<file path="config.mk">
export PLATFORM = sky130hd
export DESIGN_NAME = lcg_random_range_generator_flat
export DESIGN_NICKNAME = d
export VERILOG_FILES = /design/src/sv/lcg_rrg_pkg.sv /design/src/sv/lcg_rrg_if.sv /design/src/sv/lcg_rrg_rem.sv /design/src/sv/lcg_rrg_dp.sv /design/src/sv/lcg_rrg_ctrl.sv /design/src/sv/lcg_random_range_generator.sv /design/src/flat_wrapper.sv
export SDC_FILE = /design/constraint.sdc
export NUM_CORES = 1
export LEC_CHECK = 0
export BUFFER_PORTS_ARGS = -buffer_cell sky130_fd_sc_hd__buf_2
export CORE_MARGIN = 2
export CORE_UTILIZATION = 40
export CTS_CLUSTER_DIAMETER = 30
export DETAILED_ROUTE_END_ITERATION = 8
export PLACE_DENSITY = 0.68
export SLEW_MARGIN = 20
export SYNTH_ARGS = -nofsm -noshare
export SYNTH_HDL_FRONTEND = slang
export SYNTH_SLANG_ARGS = --single-unit
</file>
<file path="constraint.sdc">
create_clock -name clk -period 9.4 [get_ports clk]
set_input_delay 1.41 -clock clk [delete_from_list [all_inputs] [get_ports clk]]
set_output_delay 1.41 -clock clk [all_outputs]
set_load 0.005 [all_outputs]
</file>
<file path="src/sv/lcg_rrg_pkg.sv">
// Package for the LCG random range generator: command codes, controller
// states and the command/status bundles between controller and datapath.
// No dependencies.
package lcg_rrg_pkg;

  localparam logic [2:0] CMD_RAW    = 3'd0;
  localparam logic [2:0] CMD_SIGNED = 3'd1;
  localparam logic [2:0] CMD_RANGE  = 3'd2;
  localparam logic [2:0] CMD_MIN2   = 3'd3;
  localparam logic [2:0] CMD_SEED   = 3'd4;

  localparam logic [31:0] LCG_MUL   = 32'd1103515245;
  localparam logic [31:0] LCG_INC   = 32'd12345;
  localparam logic [15:0] DRAW_MAX  = 16'hffff;
  localparam logic [16:0] FOLD_BASE = 17'h07fff;

  typedef enum logic [2:0] {
    S_IDLE,
    S_ADV,
    S_BOUND_GO,
    S_BOUND,
    S_CHECK,
    S_MOD,
    S_RESULT
  } state_t;

  typedef struct packed {
    logic load;        // capture a new word from the input channel
    logic advance;     // step the generator state
    logic div_start;   // launch the remainder unit
    logic div_draw;    // dividend is the current draw, else 0xffff
    logic bound_load;  // capture the rejection bound
    logic first_load;  // hold the first of two range draws
    logic out_load;    // place the result in the output register
  } ctl_t;

  typedef struct packed {
    logic [2:0] cmd;
    logic       div_done;
    logic       draw_ok;
    logic       out_free;
  } sts_t;

endpackage

</file>
<file path="src/sv/lcg_rrg_if.sv">
// Channel interfaces for the LCG random range generator.
// Depends on nothing; one interface for requests, one for results.
interface lcg_rrg_in_if;
  logic        valid;
  logic        ready;
  logic [2:0]  cmd;
  logic [14:0] range_limit;
  logic [31:0] seed_value;

  modport source (output valid, output cmd, output range_limit, output seed_value,
                  input ready);
  modport sink (input valid, input cmd, input range_limit, input seed_value,
                output ready);
endinterface

interface lcg_rrg_out_if;
  logic               valid;
  logic               ready;
  logic signed [16:0] value;

  modport source (output valid, output value, input ready);
  modport sink (input valid, input value, output ready);
endinterface

</file>
<file path="src/sv/lcg_rrg_rem.sv">
// Restoring remainder unit, one quotient bit per cycle.
// Used by the datapath for the rejection bound and the final modulo.
module lcg_rrg_rem (
  input  logic        clk,
  input  logic        rst_n,
  input  logic        start,
  input  logic [15:0] dividend,
  input  logic [15:0] divisor,
  output logic        done,
  output logic [14:0] rem
);

  logic        busy_r, busy_nxt;
  logic        done_r, done_nxt;
  logic [3:0]  cnt_r, cnt_nxt;
  logic [14:0] rem_r, rem_nxt;
  logic [15:0] dvd_r, dvd_nxt;
  logic [15:0] trial;
  logic        fits;

  // partial remainder stays below the divisor (at most 32768), so 15 bits hold it
  assign trial = {rem_r, dvd_r[15]};
  assign fits  = (trial >= divisor);

  always_comb begin
    busy_nxt = busy_r;
    done_nxt = done_r;
    cnt_nxt  = cnt_r;
    rem_nxt  = rem_r;
    dvd_nxt  = dvd_r;
    if (start) begin
      busy_nxt = 1'b1;
      done_nxt = 1'b0;
      cnt_nxt  = '0;
      rem_nxt  = '0;
      dvd_nxt  = dividend;
    end else if (busy_r) begin
      rem_nxt = fits ? 15'(trial - divisor) : trial[14:0];
      dvd_nxt = {dvd_r[14:0], 1'b0};
      cnt_nxt = 4'(cnt_r + 4'd1);
      if (cnt_r == 4'd15) begin
        busy_nxt = 1'b0;
        done_nxt = 1'b1;
      end
    end
  end

  always_ff @(posedge clk) begin
    if (!rst_n) begin
      busy_r <= 1'b0;
      done_r <= 1'b0;
      cnt_r  <= '0;
    end else begin
      busy_r <= busy_nxt;
      done_r <= done_nxt;
      cnt_r  <= cnt_nxt;
    end
    rem_r <= rem_nxt;
    dvd_r <= dvd_nxt;
  end

  assign done = done_r;
  assign rem  = rem_r;

endmodule

</file>
<file path="src/sv/lcg_rrg_dp.sv">
// Datapath: generator state, rejection bound, first draw, output register.
// Depends on lcg_rrg_pkg and lcg_rrg_rem.
module lcg_rrg_dp (
  input  logic                clk,
  input  logic                rst_n,
  input  lcg_rrg_pkg::ctl_t   ctl,
  output lcg_rrg_pkg::sts_t   sts,
  input  logic [2:0]          in_cmd,
  input  logic [14:0]         in_range_limit,
  input  logic [31:0]         in_seed_value,
  output logic                out_valid,
  input  logic                out_ready,
  output logic signed [16:0]  out_value
);
  import lcg_rrg_pkg::*;

  logic [2:0]         cmd_r;
  logic [14:0]        limit_r;
  logic [31:0]        lcg_r, lcg_nxt;
  logic [15:0]        bound_r;
  logic [14:0]        first_r;
  logic               out_valid_r, out_valid_nxt;
  logic signed [16:0] out_value_r;
  logic [16:0]        result;
  logic [15:0]        draw;
  logic [15:0]        span;
  logic [15:0]        dividend;
  logic               div_done;
  logic [14:0]        rem;
  logic [14:0]        smaller;
  logic               out_free;

  assign draw     = lcg_r[23:8];
  assign span     = 16'({1'b0, limit_r} + 16'd1);
  assign dividend = ctl.div_draw ? draw : DRAW_MAX;
  assign smaller  = (first_r < rem) ? first_r : rem;
  assign out_free = !out_valid_r || out_ready;

  lcg_rrg_rem u_rem (
    .clk      (clk),
    .rst_n    (rst_n),
    .start    (ctl.div_start),
    .dividend (dividend),
    .divisor  (span),
    .done     (div_done),
    .rem      (rem)
  );

  always_comb begin
    lcg_nxt = lcg_r;
    if (ctl.load && (in_cmd == CMD_SEED)) begin
      lcg_nxt = in_seed_value;
    end else if (ctl.advance) begin
      lcg_nxt = 32'(lcg_r * LCG_MUL + LCG_INC);
    end
  end

  always_comb begin
    case (cmd_r)
      CMD_RAW:    result = {1'b0, draw};
      // fold draws above 0x7fff onto the negatives
      CMD_SIGNED: result = draw[15] ? 17'(FOLD_BASE - {1'b0, draw}) : {1'b0, draw};
      CMD_RANGE:  result = {2'b00, rem};
      CMD_MIN2:   result = {2'b00, smaller};
      default:    result = '0;
    endcase
  end

  always_comb begin
    out_valid_nxt = out_valid_r;
    if (ctl.out_load) begin
      out_valid_nxt = 1'b1;
    end else if (out_ready) begin
      out_valid_nxt = 1'b0;
    end
  end

  always_ff @(posedge clk) begin
    if (!rst_n) begin
      lcg_r       <= '0;
      out_valid_r <= 1'b0;
    end else begin
      lcg_r       <= lcg_nxt;
      out_valid_r <= out_valid_nxt;
    end
    if (ctl.load) begin
      cmd_r   <= in_cmd;
      limit_r <= in_range_limit;
    end
    if (ctl.bound_load) begin
      bound_r <= 16'(DRAW_MAX - {1'b0, rem});
    end
    if (ctl.first_load) begin
      first_r <= rem;
    end
    if (ctl.out_load) begin
      out_value_r <= $signed(result);
    end
  end

  always_comb begin
    sts.cmd      = cmd_r;
    sts.div_done = div_done;
    sts.draw_ok  = (draw < bound_r);
    sts.out_free = out_free;
  end

  assign out_valid = out_valid_r;
  assign out_value = out_value_r;

  a_bound_large: assert property (@(posedge clk) disable iff (!rst_n)
    ctl.bound_load |=> bound_r >= 16'h8000)
    else $error("rejection bound below half range");

  a_rem_below_span: assert property (@(posedge clk) disable iff (!rst_n)
    ctl.bound_load |-> {1'b0, rem} < span)
    else $error("remainder not below divisor");

  a_seed_load: assert property (@(posedge clk) disable iff (!rst_n)
    ctl.load && (in_cmd == CMD_SEED) |=> lcg_r == $past(in_seed_value))
    else $error("seed not loaded");

endmodule

</file>
<file path="src/sv/lcg_rrg_ctrl.sv">
// Controller state machine: sequences draws, rejection and remainder runs.
// Depends on lcg_rrg_pkg; drives the datapath through ctl_t.
module lcg_rrg_ctrl (
  input  logic              clk,
  input  logic              rst_n,
  input  logic              in_valid,
  input  logic [2:0]        in_cmd,
  output logic              in_ready,
  input  lcg_rrg_pkg::sts_t sts,
  output lcg_rrg_pkg::ctl_t ctl
);
  import lcg_rrg_pkg::*;

  state_t state_r, state_nxt;
  logic   second_r, second_nxt;
  logic   need_second;

  assign need_second = (sts.cmd == CMD_MIN2) && !second_r;

  always_comb begin
    state_nxt = state_r;
    case (state_r)
      S_IDLE: begin
        if (in_valid) begin
          case (in_cmd)
            CMD_RAW, CMD_SIGNED: state_nxt = S_ADV;
            CMD_RANGE, CMD_MIN2: state_nxt = S_BOUND_GO;
            default:             state_nxt = S_RESULT;
          endcase
        end
      end
      S_ADV:      state_nxt = S_RESULT;
      S_BOUND_GO: state_nxt = S_BOUND;
      S_BOUND: begin
        if (sts.div_done) state_nxt = S_CHECK;
      end
      S_CHECK: begin
        if (sts.draw_ok) state_nxt = S_MOD;
      end
      S_MOD: begin
        if (sts.div_done) state_nxt = need_second ? S_CHECK : S_RESULT;
      end
      S_RESULT: begin
        if (sts.out_free) state_nxt = S_IDLE;
      end
      default: state_nxt = S_IDLE;
    endcase
  end

  always_comb begin
    ctl        = '0;
    in_ready   = 1'b0;
    second_nxt = second_r;
    case (state_r)
      S_IDLE: begin
        in_ready   = 1'b1;
        ctl.load   = in_valid;
        second_nxt = 1'b0;
      end
      S_ADV: ctl.advance = 1'b1;
      S_BOUND_GO: ctl.div_start = 1'b1;
      S_BOUND: begin
        // bound ready: take it and make the first draw
        ctl.bound_load = sts.div_done;
        ctl.advance    = sts.div_done;
      end
      S_CHECK: begin
        // accept the draw and reduce it, or drop it and draw again
        ctl.div_start = sts.draw_ok;
        ctl.div_draw  = sts.draw_ok;
        ctl.advance   = !sts.draw_ok;
      end
      S_MOD: begin
        if (sts.div_done && need_second) begin
          ctl.first_load = 1'b1;
          ctl.advance    = 1'b1;
          second_nxt     = 1'b1;
        end
      end
      S_RESULT: ctl.out_load = sts.out_free;
      default: ctl = '0;
    endcase
  end

  always_ff @(posedge clk) begin
    if (!rst_n) begin
      state_r  <= S_IDLE;
      second_r <= 1'b0;
    end else begin
      state_r  <= state_nxt;
      second_r <= second_nxt;
    end
  end

  a_out_free: assert property (@(posedge clk) disable iff (!rst_n)
    ctl.out_load |-> sts.out_free)
    else $error("result loaded over a pending word");

  a_no_adv_with_div: assert property (@(posedge clk) disable iff (!rst_n)
    ctl.div_start |-> !ctl.advance && !ctl.load)
    else $error("state stepped while remainder unit launched");

  a_check_to_mod: assert property (@(posedge clk) disable iff (!rst_n)
    (state_r == S_CHECK) && sts.draw_ok |=> (state_r == S_MOD) && !sts.div_done)
    else $error("accepted draw did not start reduction");

endmodule

</file>
<file path="src/sv/lcg_random_range_generator.sv">
// LCG random range generator: a 32-bit ANSI C style recurrence with raw,
// signed, uniform-in-range and min-of-two draws and a seed load. One request
// word is taken at a time and gives one result word. Raw and signed draws step
// the generator once before the result is loaded; a seed goes straight to the
// result. A range request makes k draws (usually 1 for small ranges, and the
// expected number is at most 2); min-of-two makes two such range draws that
// share one rejection bound. The time is set by the bit-serial remainder unit,
// run once for the rejection bound and once per accepted draw, and by one
// generator step per cycle while draws are rejected. A new request is taken
// while the previous result still waits in the output register.
module lcg_random_range_generator (
  input  logic              clk,
  input  logic              rst_n,
  lcg_rrg_in_if.sink        in_ch,
  lcg_rrg_out_if.source     out_ch
);
  import lcg_rrg_pkg::*;

  ctl_t ctl;
  sts_t sts;

  lcg_rrg_ctrl u_ctrl (
    .clk      (clk),
    .rst_n    (rst_n),
    .in_valid (in_ch.valid),
    .in_cmd   (in_ch.cmd),
    .in_ready (in_ch.ready),
    .sts      (sts),
    .ctl      (ctl)
  );

  lcg_rrg_dp u_dp (
    .clk            (clk),
    .rst_n          (rst_n),
    .ctl            (ctl),
    .sts            (sts),
    .in_cmd         (in_ch.cmd),
    .in_range_limit (in_ch.range_limit),
    .in_seed_value  (in_ch.seed_value),
    .out_valid      (out_ch.valid),
    .out_ready      (out_ch.ready),
    .out_value      (out_ch.value)
  );

endmodule

</file>
<file path="src/flat_wrapper.sv">
// flat-port wrapper written by rule: the top's interface ports become plain ports
module lcg_random_range_generator_flat import lcg_rrg_pkg::*;
  (clk, rst_n, in_ch_valid, in_ch_cmd, in_ch_range_limit, in_ch_seed_value, in_ch_ready, out_ch_valid, out_ch_value, out_ch_ready);
  lcg_rrg_in_if in_ch_i ();
  lcg_rrg_out_if out_ch_i ();
  input  logic clk;
  input  logic rst_n;
  input wire logic [$bits(in_ch_i.valid)-1:0] in_ch_valid;
  input wire logic [$bits(in_ch_i.cmd)-1:0] in_ch_cmd;
  input wire logic [$bits(in_ch_i.range_limit)-1:0] in_ch_range_limit;
  input wire logic [$bits(in_ch_i.seed_value)-1:0] in_ch_seed_value;
  output wire logic [$bits(in_ch_i.ready)-1:0] in_ch_ready;
  output wire logic [$bits(out_ch_i.valid)-1:0] out_ch_valid;
  output wire logic [$bits(out_ch_i.value)-1:0] out_ch_value;
  input wire logic [$bits(out_ch_i.ready)-1:0] out_ch_ready;
  assign in_ch_i.valid = in_ch_valid;
  assign in_ch_i.cmd = in_ch_cmd;
  assign in_ch_i.range_limit = in_ch_range_limit;
  assign in_ch_i.seed_value = in_ch_seed_value;
  assign in_ch_ready = in_ch_i.ready;
  assign out_ch_valid = out_ch_i.valid;
  assign out_ch_value = out_ch_i.value;
  assign out_ch_i.ready = out_ch_ready;
  lcg_random_range_generator u_core (.clk(clk), .rst_n(rst_n), .in_ch(in_ch_i), .out_ch(out_ch_i));
endmodule
</file>
==> flow_summary_export.csv <==
group,metric,value,unit
run_status,status,"completed",
floorplan,die_y,182,um
cts,cts_resized,0,
cts,numCtsBuffers,17,
place,post-place-cells,1721,
critical_path,rr_endpoint,"u_core.u_dp.lcg_r[20]",
floorplan,die_area,0.0332,mm^2
critical_path,cp-end-kind,"flip-flop",
sta,period_needed,6.92,ns
drt,wire_per_inst,17.1,um
global_route,track_usage,18.7,%
critical_path,r2r_start,"u_core.u_dp.lcg_r[0]",
critical_path,arrival,7.24,ns
sta,hold_viol,0,
cts,cts_sinks,131,
cts,clock_latency,0.44,ns
cells_and_area,drive_gt1_share,9.55,%
yosys,ys_warn_count,0,
drt,dr.pass1.iters,5,
min_path,hp-class,"reg2reg",
cts,clk_pin_slew,0.07,ns
floorplan,core,0.0314,mm^2
cells_and_area,diodes,0,
yosys,syn-cell-area,0.0127,mm^2
yosys,yosys.cell_types.count,75,
cts,cts_buffer_depth,2,
cts,clockRootBuffer,"clkbuf_16",
place,port_buffers,64,
yosys,synthFlopType,"edfxtp_1",
yosys,synth_seq_cells,131,
min_path,holdPathStages,1,
cts,holdBufCountCts,0,
yosys,synth_edf_count,81,
sta,rsz0062_at_grt,"false",
sta,setup_viol,0,
place,place.gp.congestion,0.888,
sta,worst_slack,2.48,ns
min_path,hp-start,"u_core.u_dp.u_rem.dvd_r[2]",
critical_path,cp-start-kind,"flip-flop",
sta,fin_setup_tns,0,ns
drt,vias_per_cell,5.18,
global_route,first_global_vias,9254,
floorplan,io-pin-count,73,
floorplan,die_x,182,um
sta,maxSlewViolCount,0,
cells_and_area,nets,1677,
yosys,synth-seq-area-share,27.0,%
global_route,grt_pass1_wl,48300,um
yosys,synth_area_per_cell,9.88,um^2
yosys,postSynthCellCount,1286,
sta,worst_clock_skew,0.0204,ns
cells_and_area,area_delta_synth_final,10.1,%
floorplan,start_util,40.5,%
drt,drc_errors,0,
global_route,grt_max_degree,41,
critical_path,critical_path_class,"reg2reg",
place,dpl.hpwl,24000,um
global_route,antenna_found_initial,0,
flow_run,drv_cap,0,
yosys,async_reset_ff_share,0,%
drt,drtIter0Drc,449,
drt,wl,29900,um
sta,hold_ws,0.527,ns
sta,finalCritPeriodShare,73.6,%
sta,relSlewSlack,25.0,%
min_path,worstHoldEndpoint,"u_core.u_dp.u_rem.dvd_r[3]",
drt,dr_total_vias,9087,
yosys,synthesis.nets,1625,
critical_path,rr_worst_depth,25,
floorplan,row_count,65,
critical_path,required,9.72,ns
critical_path,r2r_slack,2.48,ns
sta,worstMarginPinSlew,1.13,ns
cells_and_area,layout.cells.non_filler,1753,
drt,antenna_left,0,
critical_path,path_max_fanout,9,
place,pre_cts_slack,2.46,ns
sta,fmax,144,MHz
cts,cts_setup_buffers,0,
cts,cts_tree,"built",
cts,htreeDepth,4,
global_route,grt_overflow,0,
## cells in the final DEF (no fill, tap or decap), types with 3 or more instances in the layout
master,n
a21o_1,13
nand2_1,37
clkbuf_16,18
o211ai_1,4
mux2i_1,29
nand3_1,13
xor2_1,26
nor2b_1,7
and3_1,6
o221ai_1,15
a21boi_0,3
o21a_1,11
buf_4,6
clkinvlp_4,4
a31oi_1,20
a21oi_1,59
o31ai_1,5
o21ai_0,20
fa_1,100
nor3_1,13
nand4_1,11
clkinv_4,3
dfxtp_1,50
nor2_1,72
nand2b_1,4
buf_2,64
edfxtp_1,81
o22a_1,14
o22ai_1,19
o21ai_1,5
ha_1,185
xnor2_1,61
inv_1,294
a211oi_1,16
and2_1,4
o21bai_1,4
## worst max-delay path: stages, from the launching register on
cell and delay [ns]:
dfxtp_1 0.65, inv_1 0.16, ha_1 0.45, inv_1 0.29, ha_1 0.20, inv_1 0.05
fa_1 0.48, inv_1 0.06, fa_1 0.41, ha_1 0.28, inv_1 0.04, fa_1 0.47
inv_1 0.05, fa_1 0.53, inv_1 0.05, fa_1 0.52, inv_1 0.04, ha_1 0.34
and3_1 0.24, nand4_1 0.09, o21a_1 0.12, o211ai_1 0.14, a31oi_1 0.52, nor2_1 0.08
a2111oi_0 0.42, o31ai_1 0.10
## metrics by stage
stage	area, um^2	utilization, %
2_1_floorplan	12700	-
3_3_place_gp	13400	42.6
3_5_place_dp	13400	42.6
4_1_cts	14000	44.5
5_1_grt	14000	44.6
6_report	14000	44.6
## how the worst max path moves through the flow
stage | slack [ns] | from | depth (start not counted) | endpoint
finish | 2.48 | u_core.u_dp.lcg_r[0] | 25 | u_core.u_dp.lcg_r[20]
global route | 2.05 | u_core.u_dp.lcg_r[0] | 25 | u_core.u_dp.lcg_r[20]
floorplan | 3.28 | u_core.u_dp.lcg_r[8] | 23 | u_core.u_dp.lcg_r[20]
global placement | 2.50 | u_core.u_dp.lcg_r[0] | 25 | u_core.u_dp.lcg_r[20]
CTS | 2.47 | u_core.u_dp.lcg_r[0] | 25 | u_core.u_dp.lcg_r[20]
detailed placement | 2.46 | u_core.u_dp.lcg_r[0] | 25 | u_core.u_dp.lcg_r[20]
## kinds of logic after synthesis
kind of cell / Yosys count / synth area share (%)
AOI/OAI and AO/OA: 240 / 13.5
xor gates and xnor gates: 87 / 6.00
adders and majority gates: 285 / 34.0
buffers and inverters: 331 / 10.4
DFF: 131 / 27.0
muxes: 30 / 2.37
and+or+nand+nor: 182 / 6.75
## Yosys cell counts, types with 3 or more instances
master    number  area [um^2]
a211oi_1      16          120
a21boi_0       3         22.5
a21o_1        13         97.6
a21oi_1       59          295
a31oi_1       20          125
and2_1         4         25.0
and3_1         6         37.5
buf_2         10         50.1
buf_4          6         45.0
buf_6          3         33.8
clkbuf_1      15         56.3
dfxtp_1       50         1000
edfxtp_1      81         2430
fa_1         100         2000
ha_1         185         2310
inv_1        294         1100
mux2i_1       29          290
nand2_1       37          139
nand2b_1       4         25.0
nand3_1       13         65.1
nand4_1       11         68.8
nor2_1        72          270
nor2b_1        8         50.1
nor3_1        14         70.1
o211ai_1       4         30.0
o21a_1        11         82.6
o21ai_0       20          100
o21ai_1        5         25.0
o21bai_1       4         30.0
o221ai_1      15          131
o22a_1        14          123
o22ai_1       19          119
o31ai_1        5         37.5
xnor2_1       61          534
xor2_1        26          228
## sequential cells by signal, indices dropped and copies added, names as in the netlist
register / flops
u_core.u_dp.out_value: 17
u_core.u_dp.limit_r: 15
u_core.u_ctrl.second_r: 1
u_core.u_dp.u_rem.busy_r: 1
u_core.u_dp.bound_r: 15
u_core.u_dp.u_rem.cnt_r: 4
u_core.u_dp.first_r: 15
u_core.u_dp.u_rem.rem: 15
u_core.u_dp.out_valid: 1
u_core.u_ctrl.state_r: 3
u_core.u_dp.u_rem.done: 1
u_core.u_dp.u_rem.dvd_r: 16
u_core.u_dp.cmd_r: 3
u_core.u_dp.lcg_r: 24
## layout make-up
cell class                      instances  area, um^2
Timing Repair Buffer                   70         365
Clock buffer                           21         482
Tap cell                              402         503
Clock inverter                         11         126
Fill cell                            2955       17400
Sequential cell                       131        3430
Inverter                              294        1100
Multi-Input combinational cell        824        7970
## metal layers
metal  track usage [%]  share of wire, %  vias to the layer above
met5                 0                 0                        -
met4              5.87               1.8                        0
met3              2.79               3.7                       36
met2              31.9                48                      185
met1              24.6                47                     4431
li1                  -                 -                     4435
Power is left out: the tool's default activity adds up to more than one toggle a clock period on the data nets, which glitch-free logic cannot reach.
